===== config.mk =====
export PLATFORM = sky130hd
export DESIGN_NAME = line_follow_pid_steering_flat
export DESIGN_NICKNAME = d
export VERILOG_FILES = /design/src/hdl/lfps_pkg.sv /design/src/hdl/lfps_in_if.sv /design/src/hdl/lfps_out_if.sv /design/src/hdl/lfps_regs.sv /design/src/hdl/line_follow_pid_steering.sv /design/src/flat_wrapper.sv
export SDC_FILE = /design/constraint.sdc
export NUM_CORES = 1
export LEC_CHECK = 0
export ABC_CLOCK_PERIOD_IN_PS = 14950
export BUFFER_PORTS_ARGS = -buffer_cell sky130_fd_sc_hd__buf_2
export CORE_ASPECT_RATIO = 0.9
export CORE_MARGIN = 10
export CORE_UTILIZATION = 40
export CTS_CLUSTER_SIZE = 40
export DETAILED_ROUTE_END_ITERATION = 8
export PLACE_DENSITY = 0.55
export SLEW_MARGIN = 10
export SYNTH_ARGS = -nofsm -noshare
export SYNTH_HDL_FRONTEND = slang
export SYNTH_HIERARCHICAL = 1
export SYNTH_SLANG_ARGS = --single-unit

===== constraint.sdc =====
create_clock -name clk -period 14.95 [get_ports clk]
set_input_delay 0.7475 -clock clk [delete_from_list [all_inputs] [get_ports clk]]
set_output_delay 0.7475 -clock clk [all_outputs]
set_load 0.05 [all_outputs]

===== src/hdl/lfps_pkg.sv =====
package lfps_pkg;

    localparam int PADDR_BITS  = 4;
    localparam int PDATA_BITS  = 32;
    localparam int QUOT_BITS   = 6;
    localparam int GAIN_BITS   = 16;
    localparam int ERROR_BITS  = 7;
    localparam int DRIVE_BITS  = 8;
    localparam int DUTY_BITS   = 10;
    localparam int SPEED_BITS  = 8;
    localparam int PROD_BITS   = GAIN_BITS + DRIVE_BITS;
    localparam int ACC_BITS    = PROD_BITS + 2;

    // register indexes, paddr[3:2]
    localparam logic [1:0] REG_KP   = 2'd0;
    localparam logic [1:0] REG_KI   = 2'd1;
    localparam logic [1:0] REG_KD   = 2'd2;
    localparam logic [1:0] REG_BASE = 2'd3;

    localparam logic signed [GAIN_BITS-1:0] KP_RESET   = 16'sd205;
    localparam logic signed [GAIN_BITS-1:0] KI_RESET   = 16'sd154;
    localparam logic signed [GAIN_BITS-1:0] KD_RESET   = 16'sd0;
    localparam logic [SPEED_BITS-1:0]       BASE_RESET = 8'd100;

    typedef struct packed {
        logic signed [GAIN_BITS-1:0] kp_gain;
        logic signed [GAIN_BITS-1:0] ki_gain;
        logic signed [GAIN_BITS-1:0] kd_gain;
        logic [SPEED_BITS-1:0]       base_speed;
    } lfps_cfg_t;

endpackage


===== src/hdl/lfps_in_if.sv =====
interface lfps_in_if #(
    parameter int SENSOR_BITS = 8
);
    logic                   valid;
    logic                   ready;
    logic [SENSOR_BITS-1:0] sensor_far_left;
    logic [SENSOR_BITS-1:0] sensor_left;
    logic [SENSOR_BITS-1:0] sensor_center;
    logic [SENSOR_BITS-1:0] sensor_right;
    logic [SENSOR_BITS-1:0] sensor_far_right;

    modport source (
        output valid, sensor_far_left, sensor_left, sensor_center,
               sensor_right, sensor_far_right,
        input  ready
    );
    modport sink (
        input  valid, sensor_far_left, sensor_left, sensor_center,
               sensor_right, sensor_far_right,
        output ready
    );
endinterface


===== src/hdl/lfps_out_if.sv =====
interface lfps_out_if;
    logic                                  valid;
    logic                                  ready;
    logic signed [lfps_pkg::ERROR_BITS-1:0] position_error;
    logic signed [lfps_pkg::DRIVE_BITS-1:0] drive_value;
    logic signed [lfps_pkg::DUTY_BITS-1:0]  duty_first;
    logic signed [lfps_pkg::DUTY_BITS-1:0]  duty_second;
    logic                                  no_signal;

    modport source (
        output valid, position_error, drive_value, duty_first, duty_second, no_signal,
        input  ready
    );
    modport sink (
        input  valid, position_error, drive_value, duty_first, duty_second, no_signal,
        output ready
    );
endinterface


===== src/hdl/lfps_regs.sv =====
module lfps_regs (
    input  logic                              clk,
    input  logic                              rst_n,
    input  logic                              psel,
    input  logic                              penable,
    input  logic                              pwrite,
    input  logic [lfps_pkg::PADDR_BITS-1:0]   paddr,
    input  logic [lfps_pkg::PDATA_BITS-1:0]   pwdata,
    output logic [lfps_pkg::PDATA_BITS-1:0]   prdata,
    output logic                              pready,
    output lfps_pkg::lfps_cfg_t               cfg
);

    lfps_pkg::lfps_cfg_t cfg_reg;
    lfps_pkg::lfps_cfg_t cfg_next;
    logic                wr_en;
    logic [1:0]          reg_idx;

    assign pready  = 1'b1;
    assign wr_en   = psel && penable && pwrite;
    assign reg_idx = paddr[3:2];
    assign cfg     = cfg_reg;

    always_comb
    begin
        cfg_next = cfg_reg;
        if (wr_en)
        begin
            unique case (reg_idx)
                lfps_pkg::REG_KP:   cfg_next.kp_gain    = pwdata[15:0];
                lfps_pkg::REG_KI:   cfg_next.ki_gain    = pwdata[15:0];
                lfps_pkg::REG_KD:   cfg_next.kd_gain    = pwdata[15:0];
                lfps_pkg::REG_BASE: cfg_next.base_speed = pwdata[7:0];
                default:            cfg_next = cfg_reg;
            endcase
        end
    end

    always_comb
    begin
        unique case (reg_idx)
            lfps_pkg::REG_KP:   prdata = 32'($signed(cfg_reg.kp_gain));
            lfps_pkg::REG_KI:   prdata = 32'($signed(cfg_reg.ki_gain));
            lfps_pkg::REG_KD:   prdata = 32'($signed(cfg_reg.kd_gain));
            lfps_pkg::REG_BASE: prdata = {24'd0, cfg_reg.base_speed};
            default:            prdata = '0;
        endcase
    end

    always_ff @(posedge clk or negedge rst_n)
    begin
        if (!rst_n)
        begin
            cfg_reg.kp_gain    <= lfps_pkg::KP_RESET;
            cfg_reg.ki_gain    <= lfps_pkg::KI_RESET;
            cfg_reg.kd_gain    <= lfps_pkg::KD_RESET;
            cfg_reg.base_speed <= lfps_pkg::BASE_RESET;
        end
        else
        begin
            cfg_reg <= cfg_next;
        end
    end

endmodule


===== src/hdl/line_follow_pid_steering.sv =====
// Sequence from input transaction to result valid: 6 restoring-division steps,
// 1 state update, 3 shared multiply steps, 1 finish (held while output stalled).
// The single divide subtractor and the single 16x8 multiplier are reused in turn;
// input ready only when idle, so a new item waits until the last one is finished.
// Reset (rst_n, async, active low): sequencer idle, no result pending,
// integral and previous error cleared, gains and base speed to defaults.
module line_follow_pid_steering #(
    parameter int SENSOR_BITS = 8
) (
    input  logic                              clk,
    input  logic                              rst_n,
    lfps_in_if.sink                           sensor_in,
    lfps_out_if.source                        result_out,
    input  logic                              psel,
    input  logic                              penable,
    input  logic                              pwrite,
    input  logic [lfps_pkg::PADDR_BITS-1:0]   paddr,
    input  logic [lfps_pkg::PDATA_BITS-1:0]   pwdata,
    output logic [lfps_pkg::PDATA_BITS-1:0]   prdata,
    output logic                              pready
);

    localparam int SUM_W = SENSOR_BITS + 3;
    localparam int ABS_W = SENSOR_BITS + 2;
    localparam int MAG_W = SENSOR_BITS + 7;
    localparam int DIV_W = SENSOR_BITS + 8;
    localparam int EW    = lfps_pkg::ERROR_BITS;
    localparam int DW    = lfps_pkg::DRIVE_BITS;
    localparam int AW    = lfps_pkg::ACC_BITS;
    localparam int QW    = AW - 8;

    localparam logic [2:0] ST_IDLE = 3'd0;
    localparam logic [2:0] ST_DIV  = 3'd1;
    localparam logic [2:0] ST_CALC = 3'd2;
    localparam logic [2:0] ST_MUL  = 3'd3;
    localparam logic [2:0] ST_FIN  = 3'd4;

    lfps_pkg::lfps_cfg_t cfg;

    lfps_regs u_regs (
        .clk     (clk),
        .rst_n   (rst_n),
        .psel    (psel),
        .penable (penable),
        .pwrite  (pwrite),
        .paddr   (paddr),
        .pwdata  (pwdata),
        .prdata  (prdata),
        .pready  (pready),
        .cfg     (cfg)
    );

    logic [2:0]                     state_reg, state_next;
    logic [2:0]                     cnt_reg, cnt_next;
    logic [SUM_W-1:0]               sum_reg, sum_next;
    logic [MAG_W-1:0]               rem_reg, rem_next;
    logic [lfps_pkg::QUOT_BITS-1:0] quot_reg, quot_next;
    logic                           neg_reg, neg_next;
    logic                           none_reg, none_next;
    logic signed [EW-1:0]           err_reg, err_next;
    logic signed [EW-1:0]           prev_reg, prev_next;
    logic signed [DW-1:0]           integ_reg, integ_next;
    logic signed [DW-1:0]           diff_reg, diff_next;
    logic signed [AW-1:0]           acc_reg, acc_next;

    logic                           ovalid_reg, ovalid_next;
    logic signed [EW-1:0]           oerr_reg, oerr_next;
    logic signed [DW-1:0]           odrv_reg, odrv_next;
    logic signed [lfps_pkg::DUTY_BITS-1:0] oduty1_reg, oduty1_next;
    logic signed [lfps_pkg::DUTY_BITS-1:0] oduty2_reg, oduty2_next;
    logic                           onone_reg, onone_next;

    // input side: weighted numerator as magnitude and sign
    logic [ABS_W-1:0]               pos_w, neg_w, abs_w;
    logic [SUM_W-1:0]               sum_w;
    logic [MAG_W-1:0]               mag_w;

    // shared divide step
    logic [DIV_W-1:0]               dvs_sh, rem_ext;
    logic                           ge_w;

    // shared multiplier
    logic signed [lfps_pkg::GAIN_BITS-1:0] gain_op;
    logic signed [DW-1:0]           data_op;
    logic signed [lfps_pkg::PROD_BITS-1:0] prod_w;

    logic signed [EW-1:0]           e_w;
    logic signed [QW-1:0]           q_w;
    logic signed [DW-1:0]           drv_w;
    logic                           out_free;

    assign pos_w = ABS_W'(sensor_in.sensor_right) + {1'b0, sensor_in.sensor_far_right, 1'b0};
    assign neg_w = ABS_W'(sensor_in.sensor_left) + {1'b0, sensor_in.sensor_far_left, 1'b0};
    assign abs_w = (neg_w > pos_w) ? (neg_w - pos_w) : (pos_w - neg_w);
    assign sum_w = SUM_W'(sensor_in.sensor_far_left) + SUM_W'(sensor_in.sensor_left)
                 + SUM_W'(sensor_in.sensor_center) + SUM_W'(sensor_in.sensor_right)
                 + SUM_W'(sensor_in.sensor_far_right);
    // x17 = x16 + x1
    assign mag_w = MAG_W'({abs_w, 4'b0000}) + MAG_W'(abs_w);

    assign dvs_sh  = DIV_W'(sum_reg) << cnt_reg;
    assign rem_ext = DIV_W'(rem_reg);
    assign ge_w    = rem_ext >= dvs_sh;

    always_comb
    begin
        unique case (cnt_reg[1:0])
            2'd0:    begin gain_op = cfg.kp_gain; data_op = DW'(err_reg); end
            2'd1:    begin gain_op = cfg.ki_gain; data_op = integ_reg;    end
            default: begin gain_op = cfg.kd_gain; data_op = diff_reg;     end
        endcase
    end

    assign prod_w = gain_op * data_op;

    assign e_w = none_reg ? '0
               : (neg_reg ? -$signed({1'b0, quot_reg}) : $signed({1'b0, quot_reg}));

    // divide by 256 truncating toward zero, then saturate
    assign q_w = $signed(acc_reg[AW-1:8])
               + $signed({{(QW-1){1'b0}}, (acc_reg[AW-1] && (acc_reg[7:0] != 8'd0))});

    always_comb
    begin
        priority if (q_w > $signed(QW'(127)))
            drv_w = 8'sd127;
        else if (q_w < $signed(-QW'(128)))
            drv_w = -8'sd128;
        else
            drv_w = q_w[DW-1:0];
    end

    assign out_free         = !ovalid_reg || result_out.ready;
    assign sensor_in.ready  = (state_reg == ST_IDLE);

    always_comb
    begin
        state_next  = state_reg;
        cnt_next    = cnt_reg;
        sum_next    = sum_reg;
        rem_next    = rem_reg;
        quot_next   = quot_reg;
        neg_next    = neg_reg;
        none_next   = none_reg;
        err_next    = err_reg;
        prev_next   = prev_reg;
        integ_next  = integ_reg;
        diff_next   = diff_reg;
        acc_next    = acc_reg;
        ovalid_next = ovalid_reg && !result_out.ready;
        oerr_next   = oerr_reg;
        odrv_next   = odrv_reg;
        oduty1_next = oduty1_reg;
        oduty2_next = oduty2_reg;
        onone_next  = onone_reg;

        unique case (state_reg)
            ST_IDLE:
            begin
                if (sensor_in.valid)
                begin
                    sum_next   = sum_w;
                    rem_next   = mag_w;
                    neg_next   = neg_w > pos_w;
                    none_next  = (sum_w == '0);
                    quot_next  = '0;
                    cnt_next   = 3'(lfps_pkg::QUOT_BITS - 1);
                    state_next = ST_DIV;
                end
            end
            ST_DIV:
            begin
                quot_next = {quot_reg[lfps_pkg::QUOT_BITS-2:0], ge_w};
                if (ge_w)
                    rem_next = MAG_W'(rem_ext - dvs_sh);
                if (cnt_reg == 3'd0)
                    state_next = ST_CALC;
                else
                    cnt_next = cnt_reg - 3'd1;
            end
            ST_CALC:
            begin
                err_next   = e_w;
                prev_next  = e_w;
                integ_next = integ_reg + DW'(e_w);
                diff_next  = DW'(e_w) - DW'(prev_reg);
                acc_next   = '0;
                cnt_next   = 3'd0;
                state_next = ST_MUL;
            end
            ST_MUL:
            begin
                acc_next = acc_reg + AW'(prod_w);
                if (cnt_reg == 3'd2)
                    state_next = ST_FIN;
                else
                    cnt_next = cnt_reg + 3'd1;
            end
            ST_FIN:
            begin
                if (out_free)
                begin
                    ovalid_next = 1'b1;
                    oerr_next   = err_reg;
                    odrv_next   = drv_w;
                    oduty1_next = $signed({2'b00, cfg.base_speed}) - 10'(drv_w);
                    oduty2_next = $signed({2'b00, cfg.base_speed}) + 10'(drv_w);
                    onone_next  = none_reg;
                    state_next  = ST_IDLE;
                end
            end
            default:
            begin
                state_next = ST_IDLE;
            end
        endcase
    end

    always_ff @(posedge clk or negedge rst_n)
    begin
        if (!rst_n)
        begin
            state_reg  <= ST_IDLE;
            cnt_reg    <= '0;
            prev_reg   <= '0;
            integ_reg  <= '0;
            ovalid_reg <= 1'b0;
        end
        else
        begin
            state_reg  <= state_next;
            cnt_reg    <= cnt_next;
            prev_reg   <= prev_next;
            integ_reg  <= integ_next;
            ovalid_reg <= ovalid_next;
        end
    end

    always_ff @(posedge clk)
    begin
        sum_reg    <= sum_next;
        rem_reg    <= rem_next;
        quot_reg   <= quot_next;
        neg_reg    <= neg_next;
        none_reg   <= none_next;
        err_reg    <= err_next;
        diff_reg   <= diff_next;
        acc_reg    <= acc_next;
        oerr_reg   <= oerr_next;
        odrv_reg   <= odrv_next;
        oduty1_reg <= oduty1_next;
        oduty2_reg <= oduty2_next;
        onone_reg  <= onone_next;
    end

    assign result_out.valid          = ovalid_reg;
    assign result_out.position_error = oerr_reg;
    assign result_out.drive_value    = odrv_reg;
    assign result_out.duty_first     = oduty1_reg;
    assign result_out.duty_second    = oduty2_reg;
    assign result_out.no_signal      = onone_reg;

    a_accept_starts_div: assert property (@(posedge clk) disable iff (!rst_n)
        sensor_in.valid && sensor_in.ready |=> state_reg == ST_DIV)
        else $error("accepted transaction did not start division");

    a_none_zero_err: assert property (@(posedge clk) disable iff (!rst_n)
        result_out.valid && result_out.no_signal |-> result_out.position_error == '0)
        else $error("no_signal with non-zero position error");

    a_duty_pair: assert property (@(posedge clk) disable iff (!rst_n)
        result_out.valid |->
            (11'(result_out.duty_second) - 11'(result_out.duty_first))
            == 11'($signed({result_out.drive_value, 1'b0})))
        else $error("duties not symmetric about base speed");

    a_fin_holds: assert property (@(posedge clk) disable iff (!rst_n)
        state_reg == ST_FIN && ovalid_reg && !result_out.ready |=> state_reg == ST_FIN)
        else $error("result overwritten while output stalled");

endmodule


===== src/flat_wrapper.sv =====
// flat-port wrapper written by rule: the top's interface ports become plain ports
module line_follow_pid_steering_flat 
#(
    parameter int SENSOR_BITS = 8
)
  (clk, rst_n, psel, penable, pwrite, paddr, pwdata, prdata, pready, sensor_in_valid, sensor_in_sensor_far_left, sensor_in_sensor_left, sensor_in_sensor_center, sensor_in_sensor_right, sensor_in_sensor_far_right, sensor_in_ready, result_out_valid, result_out_position_error, result_out_drive_value, result_out_duty_first, result_out_duty_second, result_out_no_signal, result_out_ready);
  lfps_in_if #(.SENSOR_BITS(SENSOR_BITS)) sensor_in_i ();
  lfps_out_if result_out_i ();
  input  logic clk;
  input  logic rst_n;
  input  logic psel;
  input  logic penable;
  input  logic pwrite;
  input  logic [lfps_pkg::PADDR_BITS-1:0] paddr;
  input  logic [lfps_pkg::PDATA_BITS-1:0] pwdata;
  output logic [lfps_pkg::PDATA_BITS-1:0] prdata;
  output logic pready;
  input wire logic [$bits(sensor_in_i.valid)-1:0] sensor_in_valid;
  input wire logic [$bits(sensor_in_i.sensor_far_left)-1:0] sensor_in_sensor_far_left;
  input wire logic [$bits(sensor_in_i.sensor_left)-1:0] sensor_in_sensor_left;
  input wire logic [$bits(sensor_in_i.sensor_center)-1:0] sensor_in_sensor_center;
  input wire logic [$bits(sensor_in_i.sensor_right)-1:0] sensor_in_sensor_right;
  input wire logic [$bits(sensor_in_i.sensor_far_right)-1:0] sensor_in_sensor_far_right;
  output wire logic [$bits(sensor_in_i.ready)-1:0] sensor_in_ready;
  output wire logic [$bits(result_out_i.valid)-1:0] result_out_valid;
  output wire logic [$bits(result_out_i.position_error)-1:0] result_out_position_error;
  output wire logic [$bits(result_out_i.drive_value)-1:0] result_out_drive_value;
  output wire logic [$bits(result_out_i.duty_first)-1:0] result_out_duty_first;
  output wire logic [$bits(result_out_i.duty_second)-1:0] result_out_duty_second;
  output wire logic [$bits(result_out_i.no_signal)-1:0] result_out_no_signal;
  input wire logic [$bits(result_out_i.ready)-1:0] result_out_ready;
  assign sensor_in_i.valid = sensor_in_valid;
  assign sensor_in_i.sensor_far_left = sensor_in_sensor_far_left;
  assign sensor_in_i.sensor_left = sensor_in_sensor_left;
  assign sensor_in_i.sensor_center = sensor_in_sensor_center;
  assign sensor_in_i.sensor_right = sensor_in_sensor_right;
  assign sensor_in_i.sensor_far_right = sensor_in_sensor_far_right;
  assign sensor_in_ready = sensor_in_i.ready;
  assign result_out_valid = result_out_i.valid;
  assign result_out_position_error = result_out_i.position_error;
  assign result_out_drive_value = result_out_i.drive_value;
  assign result_out_duty_first = result_out_i.duty_first;
  assign result_out_duty_second = result_out_i.duty_second;
  assign result_out_no_signal = result_out_i.no_signal;
  assign result_out_i.ready = result_out_ready;
  line_follow_pid_steering #(.SENSOR_BITS(SENSOR_BITS)) u_core (.clk(clk), .rst_n(rst_n), .sensor_in(sensor_in_i), .result_out(result_out_i), .psel(psel), .penable(penable), .pwrite(pwrite), .paddr(paddr), .pwdata(pwdata), .prdata(prdata), .pready(pready));
endmodule

# ---- Word level (Yosys, flattened, before mapping)
# Cells that the tools add are included.
dict set report op_classes {
  muxes 25
  n_shift 1
  eq_ne 16
  n_reduce_logical 26
  mul 1
  order_cmp 4
  n_addsub 19
}
# op n
set ops {}
lappend ops {{32-bit one-hot mux with 4 select lines} 1}
lappend ops {{26-bit one-hot mux with 2 select lines} 1}
lappend ops {{11-bit by 8-bit adder with 11-bit output} 3}
lappend ops {{16-bit one-hot mux with 2 select lines} 1}
lappend ops {{15-bit 2-to-1 mux} 2}
lappend ops {{15-bit one-hot mux with 2 select lines} 1}
lappend ops {{26-bit by 24-bit adder with 26-bit output} 1}
lappend ops {{16-bit by 8-bit multiplier with 24-bit output} 1}
lappend ops {{3-bit 2-to-1 mux} 7}
lappend ops {{8-bit by 9-bit adder with 10-bit output} 2}
lappend ops {{10-bit subtractor} 2}
lappend ops {{18-bit by 2-bit adder with 18-bit output} 1}
lappend ops {{18-bit by 8-bit greater-than comparator with 1-bit output, second input constant} 1}
lappend ops {{18-bit by 8-bit less-than comparator with 1-bit output, second input constant} 1}
lappend ops {{15-bit by 16-bit greater-or-equal comparator with 1-bit output} 1}
lappend ops {{8-bit 2-to-1 mux} 2}
lappend ops {{8-bit one-hot mux with 2 select lines} 1}
lappend ops {{11-bit by 3-bit << shifter with 16-bit output} 1}
lappend ops {{14-bit by 10-bit adder with 15-bit output} 1}
lappend ops {{3-bit one-hot mux with 5 select lines} 1}
lappend ops {{15-bit subtractor} 1}
lappend ops {{7-bit 2-to-1 mux} 2}
lappend ops {{2-bit AND reduction} 7}
lappend ops {{3-bit one-hot mux with 4 select lines} 1}
lappend ops {{other kinds (31)} 49}
dict set report word_totals {
  regBits 189
  out_inout_bits 71
  wordCells 114
  input_bits 83
}

# ---- Depth between registers and ports, before layout
# Gate-level depths: netlist (run 1).
dict set report depth {
  ltp_word 7
  ltp_mapped 29
  mapped_depth_nobuf 28
}

# ---- Hierarchy
# The synthesis (run 1) kept the hierarchy.
# mod cells_each n_inst seq_area_each_um2 area_per_inst_um2
set by_module_without_submodules {}
lappend by_module_without_submodules {line_follow_pid_steering 1617 1 3853.7 15786.4}
lappend by_module_without_submodules {lfps_regs 180 1 1416.4 2688.8}

# ---- Worst setup path after synthesis (run 1)
# No wires, ideal clock.
dict set report synth_timing {
  path_kind {reg-to-reg}
  startpoint {register u_core.cnt_reg[0]}
  endpoint {register u_core.acc_reg[24], data pin}
  period_less_slack_ps 6552
  setup_time_ps 266
  slack_ps 8398
  n_path_buf 2
  arrival_time_ps 6286
  t_required_ps 14684
  path_stages_with_launch 23
  path_cell_list {dfrtp_1 -> buf_1 -> buf_2 -> mux2i_1 -> o21ai_1 -> inv_1 -> nor2_1 -> inv_1 -> fa_1 -> inv_1 -> fa_1 -> fa_1 -> fa_1 -> ha_1 -> ha_1 -> and4_1 -> a21oi_1 -> nor4b_1 -> a211oi_1 -> o31ai_1 -> a21oi_1 -> xnor2_1 -> nor2_1}
}
dict set report synth_via {
  elab_chain_len 5
  word_cells_on_any_way 7
  classes_between {1 x add/sub; 1 x mul; 1 x eq/ne; 3 x mux; 1 x reduce/logical}
}
# element line_no
set synth_lines {}
lappend synth_lines {{from (decl)} line_follow_pid_steering.sv:54} ;# logic [2:0] cnt_reg, cnt_next;
lappend synth_lines {{from (signal assigned)} line_follow_pid_steering.sv:232} ;# cnt_reg <= cnt_next;
lappend synth_lines {{2-bit by 1-bit equality test with 1-bit output or 2-bit zero test (tied branches)} line_follow_pid_steering.sv:107} ;# unique case (cnt_reg[1:0])
lappend synth_lines {{16-bit one-hot mux with 2 select lines or 8-bit one-hot mux with 2 select lines (tied branches)} line_follow_pid_steering.sv:107}
lappend synth_lines {{16-bit by 8-bit multiplier with 24-bit output *} line_follow_pid_steering.sv:114} ;# assign prod_w = gain_op * data_op;
lappend synth_lines {{26-bit by 24-bit adder with 26-bit output *} line_follow_pid_steering.sv:193} ;# acc_next = acc_reg + AW'(prod_w);
lappend synth_lines {{26-bit one-hot mux with 2 select lines *} line_follow_pid_steering.sv:157} ;# unique case (state_reg)
lappend synth_lines {{to (signal assigned)} line_follow_pid_steering.sv:248} ;# acc_reg <= acc_next;
lappend synth_lines {{to (decl)} line_follow_pid_steering.sv:64} ;# logic signed [AW-1:0] acc_reg, acc_next;
# Mark *: on every way between the ends. The rest lies on a longest branch, timed or not.
# A chain may end at the register's enable or synchronous reset.

# ---- Worst setup path after layout (run 1)
dict set report layout_timing {
  startpoint {register u_core.cnt_reg[1]}
  endpoint {register u_core.acc_reg[24], data pin}
}
# Same word-level chain as after synthesis.

==> results.yml, run 1 <==
outcome:
  status: "finished clean"
clock_tree:
  cts.htree.levels: 4
  clockBufferDepth: 2
  numCtsBuffers: 17
  clock_latency_ns: 0.45
  cts_tree: "yes"
  cts_sinks: 188
  cts_resized: 0
  holdBufCountCts: 0
  cts-root-buf: "clkbuf_16"
  cts_post_setup_buffers_inserted: 0
  clk_pin_slew_ns: 0.08
floorplanning:
  design.die.area_sq_um: 55200
  die_w_microns: 247
  design.core.area_sq_um: 45600
  ios: 154
  initial_core_util_pct: 40.6
  num_rows: 74
  die_y_microns: 224
setup_path:
  reg2reg_depth: 19
  crit_required_ns: 15.13
  r2r-start: "u_core/cnt_reg[1]"
  critPathSlowestCell: "nor2_1"
  crit_fanout: 69
  worstPathCellList: "buf_4 > a21oi_1 > nor2_1 > inv_1 > fa_1 > inv_1 > fa_1 > fa_1 > fa_1 > ha_1 > ha_1 > and4_1 > a21oi_1 > nor4b_1 > a211oi_1 > o31ai_1 > a21oi_1 > xnor2_1 > nor2_1"
  cp_common_cell: "fa_1"
  reg2reg_slack_ns: 7.65
  cpPeakStageDelay_ns: 0.94
  cp-end-kind: "flop"
  crit_arrival_ns: 7.49
  r2r_end: "u_core/acc_reg[24]"
  timing.setup.critical_path_class: "reg2reg"
  cp-start-kind: "flop"
finish:
  syn2layout_area_growth_pct: 9.38
  fin_nets: 2301
  layout-drive-gt1-share_pct: 16.2
  largest_reg_flops: 56
  insertedDiodeCount: 0
  n_fill_cell: 4317
  layout.cells.non_filler: 2511
global_routing:
  grt.overflow.total: 0
  track_usage_pct: 16.9
  antenna_found_initial: 3
  grt_pass1_vias: 13400
  grt_max_degree: 70
  grt_pass1_wl_mm: 74.0
detailed_routing:
  drc_errors: 0
  drtPass1Iterations: 5
  num_vias: 13000
  vias_per_cell: 5.16
  drtAntennaViolNets: 0
  wl_per_cell_microns: 18.4
  drtIter0Drc: 658
  wl_mm: 46.1
synthesis:
  synth_seq_cells: 188
  syn_nets: 2208
  post_synth_instance_area_sq_um: 18500
  yosys.area.top_type_share_pct: 18.4
  syn_area_per_cell_sq_um: 10.3
  synth_cells: 1797
  synth-async-reset-ratio_pct: 41.5
  ys.warnings.count: 6
  ys_top_cells_by_area: "fa_1 18%, edfxtp_1 18%, ha_1 11%"
  yosysMostFrequentCell: "inv_1"
  synth_cell_type_count: 87
  seq_area_frac_synth_pct: 28.5
  yosys_most_used_dff: "edfxtp_1"
  synth_edf_count: 110
  yosysTopAreaCell: "fa_1"
  ys_top_cells_by_count: "197 x inv_1, 173 x nor2_1, 170 x fa_1, 158 x ha_1, 124 x nand2_1"
sta:
  slew_viol_final: 0
  max_slew.worst_pin.slew_ns: 1.09
  slew_headroom_pct: 26.7
  setup_tns_ns: 0
  fmaxAchievable_ghz: 0.137
  rsz0062_at_grt: "false"
  hold_viol: 0
  post-route-period-util_pct: 48.8
  setup_violations: 0
  finClkSkew_ns: 0.0127
  fin_ws_ns: 7.65
  finalCriticalPeriod_ns: 7.30
place:
  dp_hpwl_mm: 37.1
  placedCellCount: 2479
  numPortBuffers: 134
  place.gp.congestion: 0.876
  place_ws_ns: 7.66
flow_run:
  max_cap_viol_count: 0
min_path:
  min_path_type: "in2async"
[logic make-up after synthesis]
group	Yosys count	share of synthesized area [%]
XOR/XNOR	106	5.07
adder cells (fa/ha/maj)	328	29.1
buffers and inverters	274	6.33
other	1	0.0203
flip-flops	188	28.5
multiplexers	120	7.79
AO/OA/AOI/OAI	329	11.6
AND/OR/NAND/NOR	451	11.6
[worst max-delay path by stage]
stage	endpoint	cells past startpoint	startpoint
6_report	u_core/acc_reg[24]	19	u_core/cnt_reg[1]
5_1_grt	u_core/acc_reg[24]	19	u_core/cnt_reg[1]
4_1_cts	u_core/acc_reg[24]	19	u_core/cnt_reg[1]
3_5_place_dp	u_core/acc_reg[24]	19	u_core/cnt_reg[1]
3_3_place_gp	u_core/acc_reg[24]	19	u_core/cnt_reg[1]
2_1_floorplan	u_core/acc_reg[24]	22	u_core/cnt_reg[0]
[critical path: cells and delay by family (launching register included)]
kind	cells	cell delay (ns)
fa+ha+maj	6	2.65
simple gates	4	1.55
compound gates	5	1.30
xor+xnor	1	0.15
flops	1	0.53
buf+inv	3	0.80
[metrics by stage]
step | instance area (sq um) | hold WS [ns] | utilization [%]
after floorplan | 18500 | 0.418 | -
after detailed placement | 19600 | 0.449 | 43.1
final | 20200 | 0.213 | 44.4
after CTS | 20200 | 0.202 | 44.4
after global routing | 20200 | 0.210 | 44.4
after global placement | 19600 | 0.451 | 43.1
[layer usage]
metal	track usage, %	part of all wire (%)	wire [microns]
met5	0	0.054	25
met1	23.8	48	22100
met4	3.95	1.7	773
met2	26.4	46	21000
met3	3.37	4.8	2210
[cell usage in the layout (no fill, tap or decap), drive strengths merged, types with 4 or more instances in the layout]
| cell | count |
|---|---|
| inv | 205 |
| nor2 | 174 |
| fa | 170 |
| ha | 158 |
| buf | 148 |
| nand2 | 124 |
| edfxtp | 110 |
| a21oi | 97 |
| o21ai | 73 |
| xnor2 | 72 |
| dfrtp | 66 |
| mux2 | 61 |
| mux2i | 49 |
| xor2 | 34 |
| a21o | 31 |
| o21a | 29 |
| o21bai | 25 |
| nand3 | 23 |
| nor2b | 22 |
| nand2b | 21 |
| nor3 | 21 |
| a211oi | 20 |
| clkbuf | 20 |
| dfstp | 12 |
| and3 | 12 |
| mux4 | 10 |
| nand4 | 10 |
| or3 | 9 |
| o31ai | 9 |
| a31oi | 8 |
| nor4 | 8 |
| or2 | 7 |
| clkinv | 7 |
| and2 | 6 |
| o211ai | 5 |
| o22ai | 4 |
| a221oi | 4 |
[area by class of cell]
cell class              count  area, sq um  area share [%]
well taps                 608          761            3.76
clock buffers              20          458            2.27
flip-flops and latches    188         5270            26.1
inverters                 200          751            3.71
multi-input cells        1335        12100            59.7
clock inverters            12          125           0.619
repair buffers            148          778            3.85
Power of run 1 is left out: the tool's default activity adds up to more than one toggle a clock period on the data nets, which glitch-free logic cannot reach.
==> run 2: changes to the inputs <==
--- a/config.mk
+++ b/config.mk
@@ -5,14 +5,14 @@
 export SDC_FILE = /design/constraint.sdc
 export NUM_CORES = 1
 export LEC_CHECK = 0
-export ABC_CLOCK_PERIOD_IN_PS = 14950
+export ABC_CLOCK_PERIOD_IN_PS = 6370
 export BUFFER_PORTS_ARGS = -buffer_cell sky130_fd_sc_hd__buf_2
 export CORE_ASPECT_RATIO = 0.9
 export CORE_MARGIN = 10
 export CORE_UTILIZATION = 40
 export CTS_CLUSTER_SIZE = 40
 export DETAILED_ROUTE_END_ITERATION = 8
-export PLACE_DENSITY = 0.55
+export PLACE_DENSITY = 0.57
 export SLEW_MARGIN = 10
 export SYNTH_ARGS = -nofsm -noshare
 export SYNTH_HDL_FRONTEND = slang
==> constraint.sdc (replaced) <==
create_clock -name clk -period 6.37 [get_ports clk]
set_input_delay 0.3185 -clock clk [delete_from_list [all_inputs] [get_ports clk]]
set_output_delay 0.3185 -clock clk [all_outputs]
set_load 0.05 [all_outputs]
==> run 2 against run 1 <==
Against the previous run:
- register-to-register slack got worse by 7.4 ns
- wire length shrank 0.29%
- maximum frequency up 20%
- first-iteration DRC count up 7.6%
- setup slack got worse by 7.4 ns
- core utilization up 1.2 points
- cell count rose by 2.3%
- sequential share of layout area fell by 0.65 points
- critical path depth grew 3
- clock skew increased by 0.0024 ns
- final area is 2.6% higher
- critical path type unchanged
- largest cell class unchanged
- highest routed layer is now met4
==> results.yml, run 2 (synthesis gave the netlist of run 1 again) <==
global_routing:
  grt_pass1_vias: 13700
  antenna_found_initial: 0
  grt.overflow.total: 0
  grt_pass1_wl_mm: 74.7
  grt_max_degree: 55
  track_usage_pct: 17.0
detailed_routing:
  vias_per_cell: 5.16
  drc_errors: 0
  drtIter0Drc: 708
  drtAntennaViolNets: 0
  wl_per_cell_microns: 17.9
  drtPass1Iterations: 5
  wl_mm: 46.0
  num_vias: 13300
clock_tree:
  clock_latency_ns: 0.49
  clk_pin_slew_ns: 0.07
  clockBufferDepth: 2
  cts_sinks: 188
  cts-root-buf: "clkbuf_16"
  cts.htree.levels: 4
  numCtsBuffers: 17
  cts_tree: "yes"
floorplanning:
  die_y_microns: 224
  die_w_microns: 247
  ios: 154
  initial_core_util_pct: 40.6
  design.core.area_sq_um: 45600
  design.die.area_sq_um: 55200
  num_rows: 74
place:
  numPortBuffers: 134
  post_dp_cell_area_sq_um: 20000
  place_ws_ns: 0.000691
  place.gp.congestion: 0.916
  dp_hpwl_mm: 37.8
sta:
  setup_tns_ns: 0
  finClkSkew_ns: 0.0151
  setup_violations: 0
  hold_viol: 0
  max_slew.worst_pin.slew_ns: 1.05
  fin_ws_ns: 0.281
  rsz0062_at_grt: "false"
  slew_headroom_pct: 30.2
  slew_viol_final: 0
  whs_ns: 0.0970
  fmaxAchievable_ghz: 0.164
  finalCriticalPeriod_ns: 6.09
  post-route-period-util_pct: 95.6
finish:
  syn2layout_area_growth_pct: 12.2
  n_fill_cell: 4319
  largest_reg_flops: 56
  insertedDiodeCount: 0
  final_common_cell: "inv_1"
  most-common-layout-cells: "197 x inv_1, 172 x nor2_1, 169 x fa_1, 158 x ha_1, 133 x buf_2"
  fin_nets: 2359
  fin_area_sq_um: 20700
  layout-drive-gt1-share_pct: 19.1
setup_path:
  crit_fanout: 9
  cpPeakStageDelay_ns: 0.60
  crit_arrival_ns: 6.39
  cp-start-kind: "flop"
  cp_common_cell: "fa_1"
  worstPathCellList: "buf_12 > buf_12 > mux2i_2 > buf_4 > o21a_1 > nor2_1 > fa_1 > fa_1 > fa_2 > fa_1 > inv_1 > fa_1 > inv_1 > ha_1 > o21ai_0 > o21ai_1 > nand4_1 > buf_4 > a21oi_1 > a21o_1 > a211oi_1 > nor4_1"
  timing.setup.critical_path_class: "reg2reg"
  crit_required_ns: 6.67
  cpLargestDelayFamily: "adder cells"
  cp-end-kind: "flop"
  crit_buf_inv: 6
  critPathSlowestCell: "fa_1"
min_path:
  min_path_type: "in2reg"
outcome:
  status: "finished clean"
flow_run:
  max_cap_viol_count: 0
## run 2: path summary, 6_finish.rpt
check,to,slack (ns),cells after the start,from
setup / recovery,u_core/acc_reg[20],0.28,22,u_core/cnt_reg[0]
hold / removal,u_core/u_regs/cfg[37],0.1,2,pwdata[13]
setup reg to reg,u_core/acc_reg[20],0.28,22,u_core/cnt_reg[0]
hold reg to reg,u_core/result_out.position_error[0],0.48,0,u_core/err_reg[0]
max in group asynchronous,u_core/cnt_reg[0],4.96,3,rst_n
min in group asynchronous,u_core/u_regs/cfg[35],0.28,2,rst_n
## run 2: cell type report
class / count / area [sq um] / share of cell area (%)
multi-input combinational: 1335 / 12100 / 58.4
clock inverter: 13 / 130 / 0.628
timing repair buffer: 206 / 1280 / 6.17
sequential: 188 / 5280 / 25.4
tap: 608 / 761 / 3.67
clock buffer: 19 / 433 / 2.09
inverter: 200 / 751 / 3.62
## run 2: worst register-to-register path, delay by kind of cell (launching register included)
kind,cells,cell delay [ns]
mux,1,0.25
compound gates,6,0.93
fa+ha+maj,6,2.97
simple gates,3,0.53
flops,1,0.49
buf+inv,6,0.74
## run 2: metrics by stage
step	cells	utilization, %
after detailed placement	2525	43.9
final	2569	45.5
after CTS	2558	45.2
after global placement	2525	43.9
after floorplan	1797	-
after global routing	2569	45.5
## run 2: timing repair
| action | CTS | global route |
|---|---|---|
| endpoints found under the hold margin | 24 | 0 |
| pin swaps | 0 | 5 |
| setup buffers | 0 | 11 |
| setup endpoints to repair | 1 | 8 |
| gates resized for setup | 2 | 21 |
| hold buffers | 1 | 0 |
## run 2: routing by layer
| metal | GRT usage, % | vias to the layer above | wire (microns) |
|---|---|---|---|
| met5 | 0 | - | 0 |
| met4 | 4.11 | 0 | 660 |
| met3 | 2.99 | 45 | 1710 |
| met2 | 28.0 | 235 | 22100 |
| met1 | 22.8 | 6575 | 21500 |
| li1 | - | 6405 | - |
Power of run 2 is left out for the same reason.
==> run 3: changes to the inputs <==
--- a/config.mk
+++ b/config.mk
@@ -6,7 +6,7 @@
 export NUM_CORES = 1
 export LEC_CHECK = 0
 export ABC_CLOCK_PERIOD_IN_PS = 6370
-export BUFFER_PORTS_ARGS = -buffer_cell sky130_fd_sc_hd__buf_2
+export BUFFER_PORTS_ARGS = -buffer_cell sky130_fd_sc_hd__clkbuf_2
 export CORE_ASPECT_RATIO = 0.9
 export CORE_MARGIN = 10
 export CORE_UTILIZATION = 40
==> run 3 against run 2 <==
Against the previous run:
- global-route usage down 0.097 points
- critical endpoint is now u_core/acc_reg[24]
- sequential share of layout area about the same
- non-clock buffer count down 8
- cell count down 0.31%
- critical path depth unchanged
- die area unchanged
==> results.yml, run 3 (synthesis gave the netlist of run 1 again) <==
sta:
  setup_tns_ns: 0
  finClkSkew_ns: 0.0161
  finalCriticalPeriod_ns: 6.11
  fmaxAchievable_ghz: 0.164
  post-route-period-util_pct: 95.8
  hold_viol: 0
  slew_viol_final: 0
  max_slew.worst_pin.slew_ns: 1.14
  setup_violations: 0
  slew_headroom_pct: 23.7
  rsz0062_at_grt: "false"
outcome:
  status: "finished clean"
clock_tree:
  cts.htree.levels: 4
  cts_sinks: 188
  cts-root-buf: "clkbuf_16"
  clockBufferDepth: 2
  cts_tree: "yes"
  numCtsBuffers: 17
  clk_pin_slew_ns: 0.07
  clock_latency_ns: 0.48
setup_path:
  r2r_end: "u_core/acc_reg[24]"
  r2r-start: "u_core/cnt_reg[0]"
  critPathSlowestCell: "fa_1"
  cpLargestDelayFamily: "adder cells"
  crit_arrival_ns: 6.31
  crit_required_ns: 6.58
  cp-end-kind: "flop"
  timing.setup.critical_path_class: "reg2reg"
  reg2reg_slack_ns: 0.26
  cp_common_cell: "fa_1"
  reg2reg_depth: 22
  cpPeakStageDelay_ns: 0.56
  crit_buf_inv: 4
  worstPathCellList: "buf_12 > mux2i_1 > nor2_1 > a21oi_1 > nand2b_1 > fa_1 > fa_1 > inv_1 > fa_1 > fa_1 > inv_1 > fa_1 > inv_1 > ha_1 > o21ai_0 > o21ai_1 > nand4_1 > a211oi_2 > o31ai_2 > a21oi_1 > xnor2_1 > nor2_1"
  crit_fanout: 6
  cp-start-kind: "flop"
finish:
  seqCellArea_sq_um: 5280
  fin_nets: 2351
  n_fill_cell: 4305
  most-common-layout-cells: "197 x inv_1, 172 x nor2_1, 170 x fa_1, 158 x ha_1, 133 x clkbuf_2"
  insertedDiodeCount: 0
  multi_input_area_sq_um: 12100
  syn2layout_area_growth_pct: 12.1
  largest_reg_flops: 56
  layout-drive-gt1-share_pct: 18.5
  final_common_cell: "inv_1"
min_path:
  min_from: "pwdata[15]"
  min_path_type: "in2reg"
  whs_path_depth: 2
  hold_path_end: "u_core/u_regs/cfg[39]"
detailed_routing:
  drtAntennaViolNets: 0
  num_vias: 13200
  drtIter0Drc: 783
  drtPass1Iterations: 5
  wl_per_cell_microns: 17.9
  wl_mm: 45.7
  drc_errors: 0
  vias_per_cell: 5.14
place:
  dp_hpwl_mm: 37.6
  place.gp.congestion: 0.910
  numPortBuffers: 134
floorplanning:
  die_w_microns: 247
  num_rows: 74
  initial_core_util_pct: 40.6
  design.die.area_sq_um: 55200
  design.core.area_sq_um: 45600
  ios: 154
  die_y_microns: 224
flow_run:
  max_cap_viol_count: 0
global_routing:
  grt_max_degree: 55
  antenna_found_initial: 0
  grt_pass1_vias: 13600
  grt.overflow.total: 0
  track_usage_pct: 16.9
  grt_pass1_wl_mm: 73.9
==> run 3: worst register-to-register path: stages, from the launching register on <==
cell      delay [ns]
dfrtp_4         0.49
buf_12          0.15
mux2i_1         0.17
nor2_1          0.05
a21oi_1         0.25
nand2b_1        0.13
fa_1            0.54
fa_1            0.55
inv_1           0.05
fa_1            0.53
fa_1            0.56
inv_1           0.05
fa_1            0.50
inv_1           0.05
ha_1            0.33
o21ai_0         0.13
o21ai_1         0.23
nand4_1         0.23
a211oi_2        0.36
o31ai_2         0.12
a21oi_1         0.20
xnor2_1         0.14
nor2_1          0.05
==> run 3: how the worst max path moves through the flow <==
stage / from / to / slack (ns) / depth (start not counted)
6_report: u_core/cnt_reg[0] / u_core/acc_reg[24] / 0.26 / 22
5_1_grt: u_core/cnt_reg[0] / u_core/acc_reg[25] / 0.001 / 21
4_1_cts: u_core/cnt_reg[0] / u_core/acc_reg[24] / 0.03 / 19
3_5_place_dp: u_core/cnt_reg[0] / u_core/acc_reg[24] / 0.07 / 19
3_3_place_gp: u_core/cnt_reg[0] / u_core/acc_reg[24] / 0.13 / 21
2_1_floorplan: u_core/cnt_reg[0] / u_core/acc_reg[24] / 0.04 / 22
==> run 3: metrics by stage <==
step	hold slack, ns	instances	util (%)	area (sq um)	setup WS (ns)
5_1_grt	0.0889	2561	45.5	20700	0.00147
6_report	0.103	2561	45.5	20700	0.265
3_5_place_dp	0.240	2525	43.9	20000	0.0710
2_1_floorplan	0.0229	1797	-	18500	0.0426
3_3_place_gp	0.234	2525	43.9	20000	0.132
4_1_cts	0.0636	2558	45.3	20600	0.0317
==> run 3: final cells by class <==
type / instances / area share, %
clock buffer: 23 / 2.42
clock inverter: 9 / 0.580
inverter: 200 / 3.62
multi-input combinational: 1335 / 58.4
sequential: 188 / 25.5
tap: 608 / 3.67
timing repair buffer: 198 / 5.84
==> run 3: routing by layer <==
metal  wire (microns)  global-route usage [%]  vias to the layer above
met4              799                    4.98                        0
li1                 -                       -                     6398
met1            21100                    22.4                     6491
met3             1840                    2.88                       38
met2            22000                    27.7                      242
met5                0                       0                        -
==> run 3: repair_timing <==
| action | 4_1_cts | 5_1_grt |
|---|---|---|
| setup buffers | 0 | 3 |
| endpoints found under the setup margin | 0 | 6 |
| hold endpoints to repair | 24 | 0 |
| resized for setup | 0 | 17 |
| hold buffers | 1 | 0 |
Power of run 3 is left out for the same reason.
